`src/u8u16_pkg.sv`:
```
// Shared types, codes and constants of the UTF-8 to UTF-16 decoder.
// Used by every module of the decoder; depends on nothing else.
package u8u16_pkg;

   localparam int BYTE_W  = 8;
   localparam int UNIT_W  = 16;
   localparam int STAT_W  = 3;
   localparam int CLASS_W = 3;
   localparam int QUEUE_DEPTH = 2;
   localparam int QPTR_W  = $clog2(QUEUE_DEPTH);
   localparam int QCNT_W  = $clog2(QUEUE_DEPTH + 1);

   localparam logic [STAT_W-1:0] STATUS_UNIT     = 3'd0;
   localparam logic [STAT_W-1:0] STATUS_BADCONT  = 3'd1;
   localparam logic [STAT_W-1:0] STATUS_FOURBYTE = 3'd2;
   localparam logic [STAT_W-1:0] STATUS_INVALID  = 3'd3;
   localparam logic [STAT_W-1:0] STATUS_TRUNC    = 3'd4;
   localparam logic [STAT_W-1:0] STATUS_END      = 3'd5;

   localparam logic [CLASS_W-1:0] CLASS_ASCII    = 3'd0;
   localparam logic [CLASS_W-1:0] CLASS_LEAD2    = 3'd1;
   localparam logic [CLASS_W-1:0] CLASS_LEAD3    = 3'd2;
   localparam logic [CLASS_W-1:0] CLASS_LEAD4    = 3'd3;
   localparam logic [CLASS_W-1:0] CLASS_BAD_LEAD = 3'd4;

   localparam logic [1:0] PEND_NONE = 2'd0;
   localparam logic [1:0] PEND_ONE  = 2'd1;
   localparam logic [1:0] PEND_TWO  = 2'd2;

   typedef struct packed {
      logic [BYTE_W-1:0] in_byte;
      logic              end_of_text;
   } req_type;

   typedef struct packed {
      logic [UNIT_W-1:0] code_unit;
      logic [STAT_W-1:0] status;
      logic              last_result;
   } rsp_type;

   typedef struct packed {
      logic [CLASS_W-1:0] byte_class;
      logic               cont_ok;
      logic [BYTE_W-1:0]  in_byte;
      logic               end_of_text;
   } item_type;

endpackage

```
`src/u8u16_front.sv`:
```
// Front stage: accepts input bytes, classifies the lead pattern and registers them.
// Depends on u8u16_pkg.
module u8u16_front import u8u16_pkg::*; (
   input  logic     clock,
   input  logic     reset,
   input  logic     req_valid,
   output logic     req_ready,
   input  req_type  req_payload,
   output logic     item_valid,
   input  logic     item_ready,
   output item_type item
);

   logic     stage_valid_ff, stage_valid_in;
   item_type stage_item_ff, stage_item_in;
   logic     take;

   assign req_ready = !stage_valid_ff || item_ready;
   assign take      = req_valid && req_ready;

   always_comb begin
      logic [BYTE_W-1:0] b;
      b = req_payload.in_byte;
      stage_item_in.in_byte     = b;
      stage_item_in.end_of_text = req_payload.end_of_text;
      stage_item_in.cont_ok     = (b[7:6] == 2'b10);
      priority if (b[7] == 1'b0) begin
         stage_item_in.byte_class = CLASS_ASCII;
      end else if (b[7:5] == 3'b110) begin
         stage_item_in.byte_class = CLASS_LEAD2;
      end else if (b[7:4] == 4'b1110) begin
         stage_item_in.byte_class = CLASS_LEAD3;
      end else if (b[7:3] == 5'b11110) begin
         stage_item_in.byte_class = CLASS_LEAD4;
      end else begin
         stage_item_in.byte_class = CLASS_BAD_LEAD;
      end
   end

   assign stage_valid_in = take || (stage_valid_ff && !item_ready);

   always_ff @(posedge clock) begin
      if (reset) begin
         stage_valid_ff <= 1'b0;
      end else begin
         stage_valid_ff <= stage_valid_in;
      end
      if (take) begin
         stage_item_ff <= stage_item_in;
      end
   end

   assign item_valid = stage_valid_ff;
   assign item       = stage_item_ff;

endmodule

```
`src/u8u16_queue.sv`:
```
// Short queue of classified bytes between the front and back stages.
// Depends on u8u16_pkg.
module u8u16_queue import u8u16_pkg::*; (
   input  logic     clock,
   input  logic     reset,
   input  logic     in_valid,
   output logic     in_ready,
   input  item_type in_item,
   output logic     out_valid,
   input  logic     out_ready,
   output item_type out_item
);

   item_type            entry_ff [QUEUE_DEPTH];
   logic [QPTR_W-1:0]   wr_ptr_ff, wr_ptr_in;
   logic [QPTR_W-1:0]   rd_ptr_ff, rd_ptr_in;
   logic [QCNT_W-1:0]   count_ff, count_in;
   logic                push, pop;

   assign in_ready  = (count_ff != QCNT_W'(QUEUE_DEPTH));
   assign out_valid = (count_ff != '0);
   assign push      = in_valid && in_ready;
   assign pop       = out_valid && out_ready;
   assign out_item  = entry_ff[rd_ptr_ff];

   always_comb begin
      wr_ptr_in = wr_ptr_ff;
      rd_ptr_in = rd_ptr_ff;
      count_in  = count_ff;
      if (push) begin
         wr_ptr_in = (wr_ptr_ff == QPTR_W'(QUEUE_DEPTH - 1)) ? '0 : wr_ptr_ff + 1'b1;
      end
      if (pop) begin
         rd_ptr_in = (rd_ptr_ff == QPTR_W'(QUEUE_DEPTH - 1)) ? '0 : rd_ptr_ff + 1'b1;
      end
      if (push && !pop) begin
         count_in = count_ff + 1'b1;
      end else if (pop && !push) begin
         count_in = count_ff - 1'b1;
      end
   end

   always_ff @(posedge clock) begin
      if (reset) begin
         wr_ptr_ff <= '0;
         rd_ptr_ff <= '0;
         count_ff  <= '0;
      end else begin
         wr_ptr_ff <= wr_ptr_in;
         rd_ptr_ff <= rd_ptr_in;
         count_ff  <= count_in;
      end
      if (push) begin
         entry_ff[wr_ptr_ff] <= in_item;
      end
   end

endmodule

```
`src/u8u16_back.sv`:
```
// Back stage: sequence state, code unit assembly and the registered result beat.
// Depends on u8u16_pkg.
module u8u16_back import u8u16_pkg::*; (
   input  logic     clock,
   input  logic     reset,
   input  logic     item_valid,
   output logic     item_ready,
   input  item_type item,
   output logic     rsp_valid,
   input  logic     rsp_ready,
   output rsp_type  rsp_payload
);

   logic [1:0]        pending_ff, pending_in;
   logic [UNIT_W-1:0] partial_ff, partial_in;
   logic              bad_ff, bad_in;
   logic              halted_ff, halted_in;
   logic              out_valid_ff, out_valid_in;
   rsp_type           out_ff, out_in;
   logic              emit;
   logic              step;

   assign item_ready = !out_valid_ff || rsp_ready;
   assign step       = item_valid && item_ready;

   always_comb begin
      logic              eot;
      logic              bad_next;
      logic [UNIT_W-1:0] unit;
      eot        = item.end_of_text;
      bad_next   = bad_ff || !item.cont_ok;
      unit       = partial_ff | {{(UNIT_W-6){1'b0}}, item.in_byte[5:0]};
      pending_in = pending_ff;
      partial_in = partial_ff;
      bad_in     = bad_ff;
      halted_in  = halted_ff;
      emit       = 1'b0;
      out_in.code_unit   = '0;
      out_in.status      = STATUS_UNIT;
      out_in.last_result = eot;
      if (halted_ff) begin
         emit          = eot;
         out_in.status = STATUS_END;
      end else if (pending_ff == PEND_NONE) begin
         unique case (item.byte_class)
            CLASS_ASCII: begin
               emit             = 1'b1;
               out_in.code_unit = {{(UNIT_W-7){1'b0}}, item.in_byte[6:0]};
            end
            CLASS_LEAD2: begin
               partial_in    = {5'b0, item.in_byte[4:0], 6'b0};
               pending_in    = PEND_ONE;
               bad_in        = 1'b0;
               emit          = eot;
               out_in.status = STATUS_TRUNC;
            end
            CLASS_LEAD3: begin
               partial_in    = {item.in_byte[3:0], 12'b0};
               pending_in    = PEND_TWO;
               bad_in        = 1'b0;
               emit          = eot;
               out_in.status = STATUS_TRUNC;
            end
            CLASS_LEAD4: begin
               halted_in     = 1'b1;
               emit          = 1'b1;
               out_in.status = STATUS_FOURBYTE;
            end
            default: begin
               halted_in     = 1'b1;
               emit          = 1'b1;
               out_in.status = STATUS_INVALID;
            end
         endcase
      end else if (pending_ff != PEND_ONE) begin
         bad_in        = bad_next;
         partial_in    = partial_ff | {4'b0, item.in_byte[5:0], 6'b0};
         pending_in    = PEND_ONE;
         emit          = eot;
         out_in.status = STATUS_TRUNC;
      end else begin
         pending_in = PEND_NONE;
         partial_in = '0;
         bad_in     = 1'b0;
         emit       = 1'b1;
         if (bad_next) begin
            out_in.status = STATUS_BADCONT;
         end else begin
            out_in.code_unit = unit;
         end
      end
      if (emit && eot) begin
         pending_in = PEND_NONE;
         partial_in = '0;
         bad_in     = 1'b0;
         halted_in  = 1'b0;
      end
   end

   assign out_valid_in = (step && emit) || (out_valid_ff && !rsp_ready);

   always_ff @(posedge clock) begin
      if (reset) begin
         pending_ff   <= PEND_NONE;
         partial_ff   <= '0;
         bad_ff       <= 1'b0;
         halted_ff    <= 1'b0;
         out_valid_ff <= 1'b0;
      end else begin
         out_valid_ff <= out_valid_in;
         if (step) begin
            pending_ff <= pending_in;
            partial_ff <= partial_in;
            bad_ff     <= bad_in;
            halted_ff  <= halted_in;
         end
      end
      if (step && emit) begin
         out_ff <= out_in;
      end
   end

   assign rsp_valid   = out_valid_ff;
   assign rsp_payload = out_ff;

endmodule

```
`src/utf8_to_utf16_decoder_top.sv`:
```
// Top level of the UTF-8 to UTF-16 decoder: front stage, queue and back stage.
// Depends on u8u16_pkg, u8u16_front, u8u16_queue and u8u16_back.
//
//   Channel  Direction  Handshake            Beat
//   req      in         req_valid/req_ready  one UTF-8 byte with end-of-text mark
//   rsp      out        rsp_valid/rsp_ready  one code unit or status with last mark
//
// One byte is taken per cycle while req_ready is high; the back stage registers the sequence state per byte.
// A closing byte passes the front stage register and the queue before the back stage registers its result.
// Synchronous reset clears control state and valid flags, not data; no clearing pass is needed.
// A stalled result holds in the output register while the queue keeps filling.
module utf8_to_utf16_decoder_top import u8u16_pkg::*; (
   input  logic    clock,
   input  logic    reset,
   input  logic    req_valid,
   output logic    req_ready,
   input  req_type req_payload,
   output logic    rsp_valid,
   input  logic    rsp_ready,
   output rsp_type rsp_payload
);

   logic     front_valid, front_ready;
   item_type front_item;
   logic     back_valid, back_ready;
   item_type back_item;

   u8u16_front front_i (
      .clock       (clock),
      .reset       (reset),
      .req_valid   (req_valid),
      .req_ready   (req_ready),
      .req_payload (req_payload),
      .item_valid  (front_valid),
      .item_ready  (front_ready),
      .item        (front_item)
   );

   u8u16_queue queue_i (
      .clock     (clock),
      .reset     (reset),
      .in_valid  (front_valid),
      .in_ready  (front_ready),
      .in_item   (front_item),
      .out_valid (back_valid),
      .out_ready (back_ready),
      .out_item  (back_item)
   );

   u8u16_back back_i (
      .clock       (clock),
      .reset       (reset),
      .item_valid  (back_valid),
      .item_ready  (back_ready),
      .item        (back_item),
      .rsp_valid   (rsp_valid),
      .rsp_ready   (rsp_ready),
      .rsp_payload (rsp_payload)
   );

endmodule

```
`config.mk`:
```
export PLATFORM = sky130hd
export DESIGN_NAME = utf8_to_utf16_decoder_top
export DESIGN_NICKNAME = d
export VERILOG_FILES = /design/src/u8u16_pkg.sv /design/src/u8u16_front.sv /design/src/u8u16_queue.sv /design/src/u8u16_back.sv /design/src/utf8_to_utf16_decoder_top.sv
export SDC_FILE = /design/constraint.sdc
export NUM_CORES = 1
export LEC_CHECK = 0
export ABC_AREA = 1
export BUFFER_PORTS_ARGS = -buffer_cell sky130_fd_sc_hd__buf_2
export CAP_MARGIN = 20
export CORE_AREA = 2 2 91 93
export DETAILED_ROUTE_END_ITERATION = 8
export DIE_AREA = 0 0 93 95
export GPL_ROUTABILITY_DRIVEN = 0
export GPL_TIMING_DRIVEN = 0
export SYNTH_ARGS = -nofsm -noshare
export SYNTH_HDL_FRONTEND = slang
export SYNTH_SLANG_ARGS = --single-unit
```
`constraint.sdc`:
```
create_clock -name clock -period 4.9 [get_ports clock]
set_input_delay 0 -clock clock [delete_from_list [all_inputs] [get_ports clock]]
set_output_delay 0 -clock clock [all_outputs]
set_load 0.005 [all_outputs]
```
Word-level counts from Yosys, hierarchy flattened --
Memories as Yosys holds them, arrays and structs flattened. A register that Yosys moved wholly into a read port is not among the register bits. Cells that the tools add are included. W data, S select, Z words.
Storage, ports and cells: memory bits (writable) 26, memories kept 1, bits of input ports 13, bits in registers 59, word-level logic and storage cells 110, output and inout bits 22
Cells by class: equality and inequality tests 12, mux-type cells 41, $add $sub $neg 4, reduce and logical (&&, ||, !) cells 31, bitwise operators 3
Memories:
- queue_i.entry_ff | depth 2, bits a word 13, read ports 1, clocked after Yosys merged registers in 1, wr ports 1, RTL line u8u16_queue.sv:14 | item_type entry_ff [QUEUE_DEPTH];
Operator list (count):
- $mux W16 | 6
- $pmux W16 S2 | 1
- $mux W1 | 22
- $mux W19 | 1
- $or A16 B12 Y16 | 1
- $or A16 B6 Y16 | 1
- $mux W2 | 6
- $logic_and A1 B1 Y1 | 9
- $pmux W3 S3 | 1
- $logic_not A1 Y1 | 7
- $mux W7 | 1
- $eq A3 B2 Y1 const B | 2
- $mux W3 | 2
- $reduce_and A3 Y1 | 2
- $reduce_or A3 Y1 | 2
- $eq A5 B5 Y1 const B | 1
- $logic_or A1 B1 Y1 | 5
- $eq A4 B4 Y1 const B | 1
- $ne A2 B2 Y1 const B | 2
- $ne A4 B4 Y1 const B | 1
- $pmux W2 S2 | 1
- $reduce_bool A2 Y1 | 2
- $reduce_or A2 Y1 | 2
- $eq A3 B1 Y1 const B | 1
- 10 further kinds | 11

Depth between registers and ports, before layout --
Gate-level depths: netlist of the first run.
word-level depth 8, gate-level depth with buffers 12, mapped depth without buffers 11

Hierarchy --
Synthesis of the first run repeated with hierarchy kept, for this count alone.
Second synthesis, totals: cells, all modules 271, area total of the unflattened synthesis 3225.6 sq um
Modules (own cells, without submodules):
- u8u16_back | area an instance 1524.0 sq um, seq. area each 900.9 sq um, cells each 163, instances 1
- u8u16_queue | area an instance 1219.9 sq um, seq. area each 880.8 sq um, cells each 77, instances 1
- u8u16_front | area an instance 481.7 sq um, seq. area each 410.4 sq um, cells each 31, instances 1

Least setup slack after synthesis of the first run --
No wires, ideal clock.
path type reg2reg, from register with a tool-made name, to register back_i.out_ff, in the netlist back_i.rsp_payload[0], enable pin, setup time 0.377 ns, clock period less this slack 1.836 ns, path slack 3.064 ns, data arrival time 1.460 ns, required time 4.523 ns, cell stages (with the launch flop) 10, buffers on the path 1, cells stage by stage dfxtp_1 -> buf_4 -> nand2_1 -> nand2_1 -> nand2_1 -> nand2_1 -> inv_1 -> nand3_1 -> nand3_1 -> nand2_1
RTL lines:
- to (signal assigned) | RTL line u8u16_back.sv:119 | out_ff <= out_in;
- to (decl) | RTL line u8u16_back.sv:19 | rsp_type out_ff, out_in;

==> flow_metrics.tcl, run 1 <==
set metrics [dict create \
    nFillCells 774 \
    hold_viol 0 \
    cts_setup_buffers 0 \
    viasPerCell 4.56 \
    wl_um 5330 \
    synth_warnings 0 \
    area_delta_synth_final_pct 18.0 \
    clock_skew_ns 0.00868 \
    post-route-drc-count 0 \
    path_buf_inv 2 \
    crit_family "simple AND/OR/NAND/NOR gates" \
    dieArea_um2 8840 \
    vias 2025 \
    finalSetupViolCount 0 \
    crit_type "reg -> reg" \
    crit_path_end_kind "flip-flop" \
    synth_ff_type "edfxtp_1" \
    min_period_ns 2.18 \
    min_to "front_i.item[9]" \
    required_ns 4.87 \
    fin_tns_setup_ns 0 \
    hold_depth 3 \
    clk_latency_ns 0.34 \
    ios 35 \
    outcome "completed" \
    rsz0062_at_grt "no" \
    detail_route.wl_per_cell_um 12.0 \
    cellLeakagePower_nw 1.46 \
    portBuffers 33 \
    cts_buffers 9 \
    dp_hpwl_um 3820 \
    start_util_pct 38.6 \
    stdcell_count 444 \
    synthArstFlopShare_pct 0 \
    drt_iter0_markers 78 \
    grt_max_degree 21 \
    ant_nets 0 \
    finalWorstSetupSlack_ns 2.72 \
    crit_top_cell "nand2_1" \
    synth_cells 281 \
    design.core.area_um2 7930 \
    clock_sinks 77 \
    worstSetupStartpointType "flip-flop" \
    rows 33 \
    ys_types 30 \
    crit_fanout 20 \
    placed_cells 419 \
    first_pass_iters 4 \
    cts_resized 0 \
    ff2ff_path_depth 9 \
    whs_ns 0.0291 \
    slowest_stage "nand2_1" \
    pre_cts_ws_ns 2.71 \
    path_cells "buf_4, nand2_1, nand2_1, nand2_1, nand2_1, inv_1, nand3_1, nand3_1, nand2_1" \
    slew_headroom_pct 29.0 \
    ys_seq_area_share_pct 68.7 \
    ys_seq_elements 77 \
    worstHoldStart "req_payload[8]" \
    drive_gt1_share_pct 20.4 \
    synth_edf_count 56 \
    root_buffer "clkbuf_8" \
    fp.dieH_um 95 \
    clk_pin_slew_ns 0.07 \
    track_usage_pct 13.3 \
    cp_data_arrival_time_ns 2.15 \
    worst_pin_slew_ns 1.06 \
    r2r_end "back_i.rsp_payload[17]" \
    r2r_slack_ns 2.72 \
    drv_slew 0 \
    clock_path_buffers 2 \
    fin_crit_sh_pct 44.4 \
    ir_worst_vdd_mv 0.163 \
    antennaDiodeCount 0 \
    grt_pass1_wl_um 8860 \
    antenna_found_initial 0 \
    grt_overflow 0 \
    worst_path_largest_cell_delay_ns 0.60 \
    max_cap_viol_count 0 \
    netlist_area_um2 3060 \
    postLayoutCoreUtil_pct 45.5 \
    die_w_um 93 \
    cts_htree_levels 3 \
    fmaxAchievable_mhz 460 \
    syn_nets 295 \
    cts_tree "yes" \
    grt_pass1_vias 1941 \
    syn_area_per_cell_um2 10.9 \
    hold_class "in -> reg" \
    nets 349 \
    cts_hold_buf 9 \
    power_density_nw_per_um2 562 \
]
## cell type report
type	count	area [µm²]	share of cell area, %
multi-input combinational	157	762	21.1
clock inverter	5	28.8	0.797
sequential	77	2100	58.2
clock buffer	10	128	3.53
tap	105	131	3.64
timing repair buffer	43	263	7.28
inverter	41	154	4.26
buffer	6	42.5	1.18
## power by group
group	internal [mW]	leakage, nW	switching [mW]	total (mW)
logic	0.227	0.679	0.434	0.661
clock network	0.177	0.0756	0.218	0.396
registers	0.916	0.710	0.0559	0.972
total	1.32	1.46	0.708	2.03
## how the worst max path moves through the flow
stage | start | to | slack [ns] | depth (start not counted)
after global placement | flip-flop | back_i.rsp_payload[9] | 2.74 | 9
after CTS | flip-flop | back_i.rsp_payload[10] | 2.70 | 9
after floorplan | flip-flop | back_i.rsp_payload[0] | 3.06 | 9
final | flip-flop | back_i.rsp_payload[17] | 2.72 | 9
after detailed placement | flip-flop | back_i.rsp_payload[9] | 2.71 | 9
after global routing | flip-flop | back_i.rsp_payload[17] | 2.42 | 9
## registers in the layout, summed over array words and instances (netlist names), named ones only
signal / cells
back_i.rsp_payload: 20
queue_i.wr_ptr_ff: 1
queue_i.count_ff: 2
back_i.halted_ff: 1
queue_i.entry_ff: 24
front_i.item_valid: 1
front_i.item: 12
back_i.partial_ff: 10
back_i.rsp_valid: 1
back_i.pending_ff: 2
back_i.bad_ff: 1
queue_i.rd_ptr_ff: 1
## cells by family (layout without fill, tap and decap cells)
kind of cell | count (synthesis) | after routing | synth area share [%]
buffers and inverters | 47 | 105 | 6.42
DFF | 77 | 77 | 68.7
and+or+nand+nor | 119 | 119 | 17.8
adders and majority gates | 1 | 1 | 0.409
AOI/OAI and AO/OA | 35 | 35 | 6.05
muxes | 2 | 2 | 0.654
## placed cells by master, fill, tap and decap left out, drive strengths merged, types with 2 or more instances in the layout
cell | Yosys | final
clkbuf | 2 | 12
buf | 4 | 38
clkinvlp | 0 | 2
nand3 | 20 | 20
a21oi | 15 | 15
inv | 41 | 41
or2 | 2 | 2
o21ai | 17 | 17
dfxtp | 21 | 21
clkinv | 0 | 3
mux2i | 2 | 2
nand4 | 5 | 5
nor2 | 31 | 31
dlygate4sd3 | 0 | 9
nand2 | 57 | 57
edfxtp | 56 | 56
## tightest hold or removal path, stage by stage
cell,delay (ns)
buf_2,0.12
inv_1,0.05
nor2_1,0.04
## synth_stat cells (5+ instances only)
| library cell | n | share of area (%) |
|---|---|---|
| o21ai_1 | 5 | 0.82 |
| nand2_2 | 5 | 1.0 |
| nand2_1 | 52 | 6.4 |
| o21ai_0 | 12 | 2.0 |
| nand4_1 | 5 | 1.0 |
| dfxtp_1 | 21 | 14 |
| nand3_1 | 18 | 2.9 |
| a21oi_1 | 14 | 2.3 |
| edfxtp_1 | 56 | 55 |
| inv_1 | 39 | 4.8 |
| nor2_1 | 25 | 3.1 |
| nor2_2 | 6 | 1.2 |
## per-stage QoR
step                      power [mW]  area [µm²]
after floorplan                 1.43        3060
after global routing            2.18        3610
after detailed placement        1.65        3360
final                           2.03        3610
after CTS                       2.05        3600
after global placement          1.63        3360
## routing by layer
layer	routed length, µm	track usage (%)
met1	2310	15.5
met2	2650	22.3
met3	185	3.11
met4	182	8.09
met5	0	0
No activity file was read; power rests on OpenSTA's default activity.
==> run 2, diff against run 1 <==
ABC_AREA = 0   (was 1)
CORE_AREA = 2 2 90 92   (was 2 2 91 93)
DIE_AREA = 0 0 92 94   (was 0 0 93 95)
clock period = 2.1 ns   (was 4.9 ns; I/O delays follow)
==> run 2 against run 1 <==
Against the previous run:
- hold slack got worse by 0.0077 ns
- die area decreased by 2.1%
- via count decreased by 11%
- routed wire length decreased by 2.6%
- flip-flop and latch count unchanged
- non-clock buffer count decreased by 2
- fmax increased by 10%
- core utilization increased by 2.3 points
- critical path depth decreased by 4
- critical endpoint is now back_i.partial_ff[9]
- largest cell class unchanged
- largest power group unchanged
==> flow_metrics.tcl, run 2 <==
set metrics [dict create \
    synth_edf_count 56 \
    synth_ff_type "edfxtp_1" \
    drt_iter0_markers 103 \
    max_cap_viol_count 0 \
    hold_viol 0 \
    min_to "back_i.rsp_valid" \
    crit_fanout 8 \
    rsz0062_at_grt "no" \
    clk_pin_slew_ns 0.08 \
    vias 1801 \
    drive_gt1_share_pct 25.2 \
    outcome "completed" \
    ys_types 49 \
    synth_top_cell_area_share_pct 55.6 \
    synth_top_cells_by_area "edfxtp_1 56%, dfxtp_1 14%, mux2i_1 3.3%" \
    dpl-instance-area_um2 3330 \
    p_total_mw 4.28 \
    slew_headroom_pct 31.2 \
    final_cell_mix "56 x edfxtp_1, 35 x buf_2, 21 x nor2_1, 21 x dfxtp_1, 12 x inv_1" \
    grt_pass1_wl_um 8330 \
    syn_nets 232 \
    grt_pass1_vias 1720 \
    clock_sinks 77 \
    synth_commonest_cells "56 x edfxtp_1, 22 x nor2_1, 21 x dfxtp_1" \
    cp_data_arrival_time_ns 2.24 \
    finalSetupViolCount 0 \
    clk_latency_ns 0.34 \
    pre_cts_ws_ns -0.328 \
    worstHoldStart "rsp_ready" \
    portBuffers 34 \
    fin_crit_sh_pct 93.9 \
    cts_tree "yes" \
    design_area_um2 3640 \
    syn_area_per_cell_um2 13.9 \
    hold_depth 4 \
    detail_route.wl_per_cell_um 13.7 \
    required_ns 2.37 \
    rows 32 \
    track_usage_pct 12.6 \
    fmaxAchievable_mhz 507 \
    cts_buffers 9 \
    wl_um 5190 \
    grt_max_degree 21 \
    design.core.area_um2 7610 \
    crit_type "reg -> reg" \
    hold_class "in -> reg" \
    synth_cells 218 \
    largest_reg_flops 24 \
    grt_overflow 0 \
    die_w_um 92 \
    antenna_found_initial 0 \
    r2r_slack_ns 0.13 \
    drv_slew 0 \
    ff2ff_path_depth 5 \
    worst_pin_slew_ns 1.03 \
    post-route-drc-count 0 \
    netlist_area_um2 3020 \
    worstSetupStartpointType "flip-flop" \
    cellLeakagePower_nw 1.31 \
    yosysTopAreaCell "edfxtp_1" \
    clock_path_buffers 2 \
    synth_warnings 0 \
    nets 287 \
    synthArstFlopShare_pct 0 \
    min_period_ns 1.97 \
    synth_most_common_cell "edfxtp_1" \
    ant_nets 0 \
    ys_seq_elements 77 \
    power_density_nw_per_um2 1180 \
    ys_seq_area_share_pct 69.5 \
    largest-register "queue_i.entry_ff" \
    final_common_cell "edfxtp_1" \
    start_util_pct 39.8 \
    fp.dieH_um 94 \
    antennaDiodeCount 0 \
    finalWorstSetupSlack_ns 0.129 \
    viasPerCell 4.74 \
    crit_path_end_kind "flip-flop" \
    clock_skew_ns 0.00953 \
    dieArea_um2 8650 \
    area_delta_synth_final_pct 20.3 \
    cts_htree_levels 3 \
    first_pass_iters 4 \
    ios 35 \
    root_buffer "clkbuf_8" \
    ir_worst_vdd_mv 0.349 \
    dp_hpwl_um 3550 \
    r2r_end "back_i.partial_ff[9]" \
]
[run 2: cell types whose count changed after synthesis, moves of 5 or more]
cell,delta
mux2i_1,+8
nor2_2,-6
nand3_1,-14
nand2_1,-47
o21ai_0,-9
and3_1,+7
inv_1,-27
nand2_2,-5
nand2b_1,+10
[run 2: cells by family after synthesis]
group | Yosys count | share of synthesized area, %
mux | 12 | 4.14
xor+xnor | 6 | 1.74
buf+inv | 16 | 2.11
fa+ha+maj | 1 | 0.414
flops | 77 | 69.5
compound gates | 37 | 9.43
simple gates | 69 | 12.7
[run 2: worst max-delay path by stage]
stage | startpoint | to | slack [ns] | cells past startpoint
6_report | flip-flop | back_i.partial_ff[9] | 0.13 | 5
3_3_place_gp | queue_i.entry_ff[0][10] | back_i.rsp_payload[7] | -0.31 | 4
4_1_cts | flip-flop | back_i.partial_ff[8] | 0.01 | 5
3_5_place_dp | queue_i.entry_ff[0][10] | back_i.rsp_payload[6] | -0.33 | 4
2_1_floorplan | queue_i.entry_ff[0][10] | back_i.rsp_payload[0] | 0.04 | 4
5_1_grt | flip-flop | back_i.partial_ff[10] | 0.01 | 5
[run 2: repair_timing]
action / 4_1_cts / 5_1_grt
pin swaps: 1 / 0
hold endpoints to repair: 11 / 0
hold buffers: 10 / 0
setup buffers: 0 / 0
resized for setup: 4 / 7
setup endpoints to repair: 20 / 37
[run 2: per-stage QoR]
step | util [%] | setup TNS [ns] | hold slack, ns | std cells
after floorplan | - | 0 | 0.0989 | 218
after global placement | 43.7 | -6.21 | 0.180 | 354
after detailed placement | 43.7 | -6.54 | 0.178 | 354
after CTS | 47.4 | 0 | 0.00379 | 380
after global routing | 47.8 | 0 | 0.0228 | 380
final | 47.8 | 0 | 0.0214 | 380
[run 2: where the power goes]
| group | switching [mW] | internal [mW] |
|---|---|---|
| sequential | 0.134 | 2.01 |
| clock | 0.527 | 0.429 |
| combinational | 0.699 | 0.482 |
[run 2: final cells by class]
class / count / area [µm²]
Clock inverter: 6 / 40.0
Buffer: 3 / 16.3
Inverter: 13 / 48.8
Timing Repair Buffer: 44 / 270
Fill cell: 707 / 3970
Sequential cell: 77 / 2100
Tap cell: 102 / 128
Clock buffer: 10 / 128
Multi-Input combinational cell: 125 / 905
[run 2: metal layers]
layer,up-vias,track usage (%),share of wire (%)
met3,10,3.13,3.2
met4,0,5.22,1.7
li1,922,-,-
met2,32,20.0,47
met5,-,0,0
met1,837,16.6,48
[run 2: worst max-delay path: stages, from the launching register on]
cell and delay (ns):
dfxtp_1 0.47, mux2i_4 0.45, inv_2 0.18, nor2_1 0.25
nand4b_1 0.32, o22ai_1 0.24
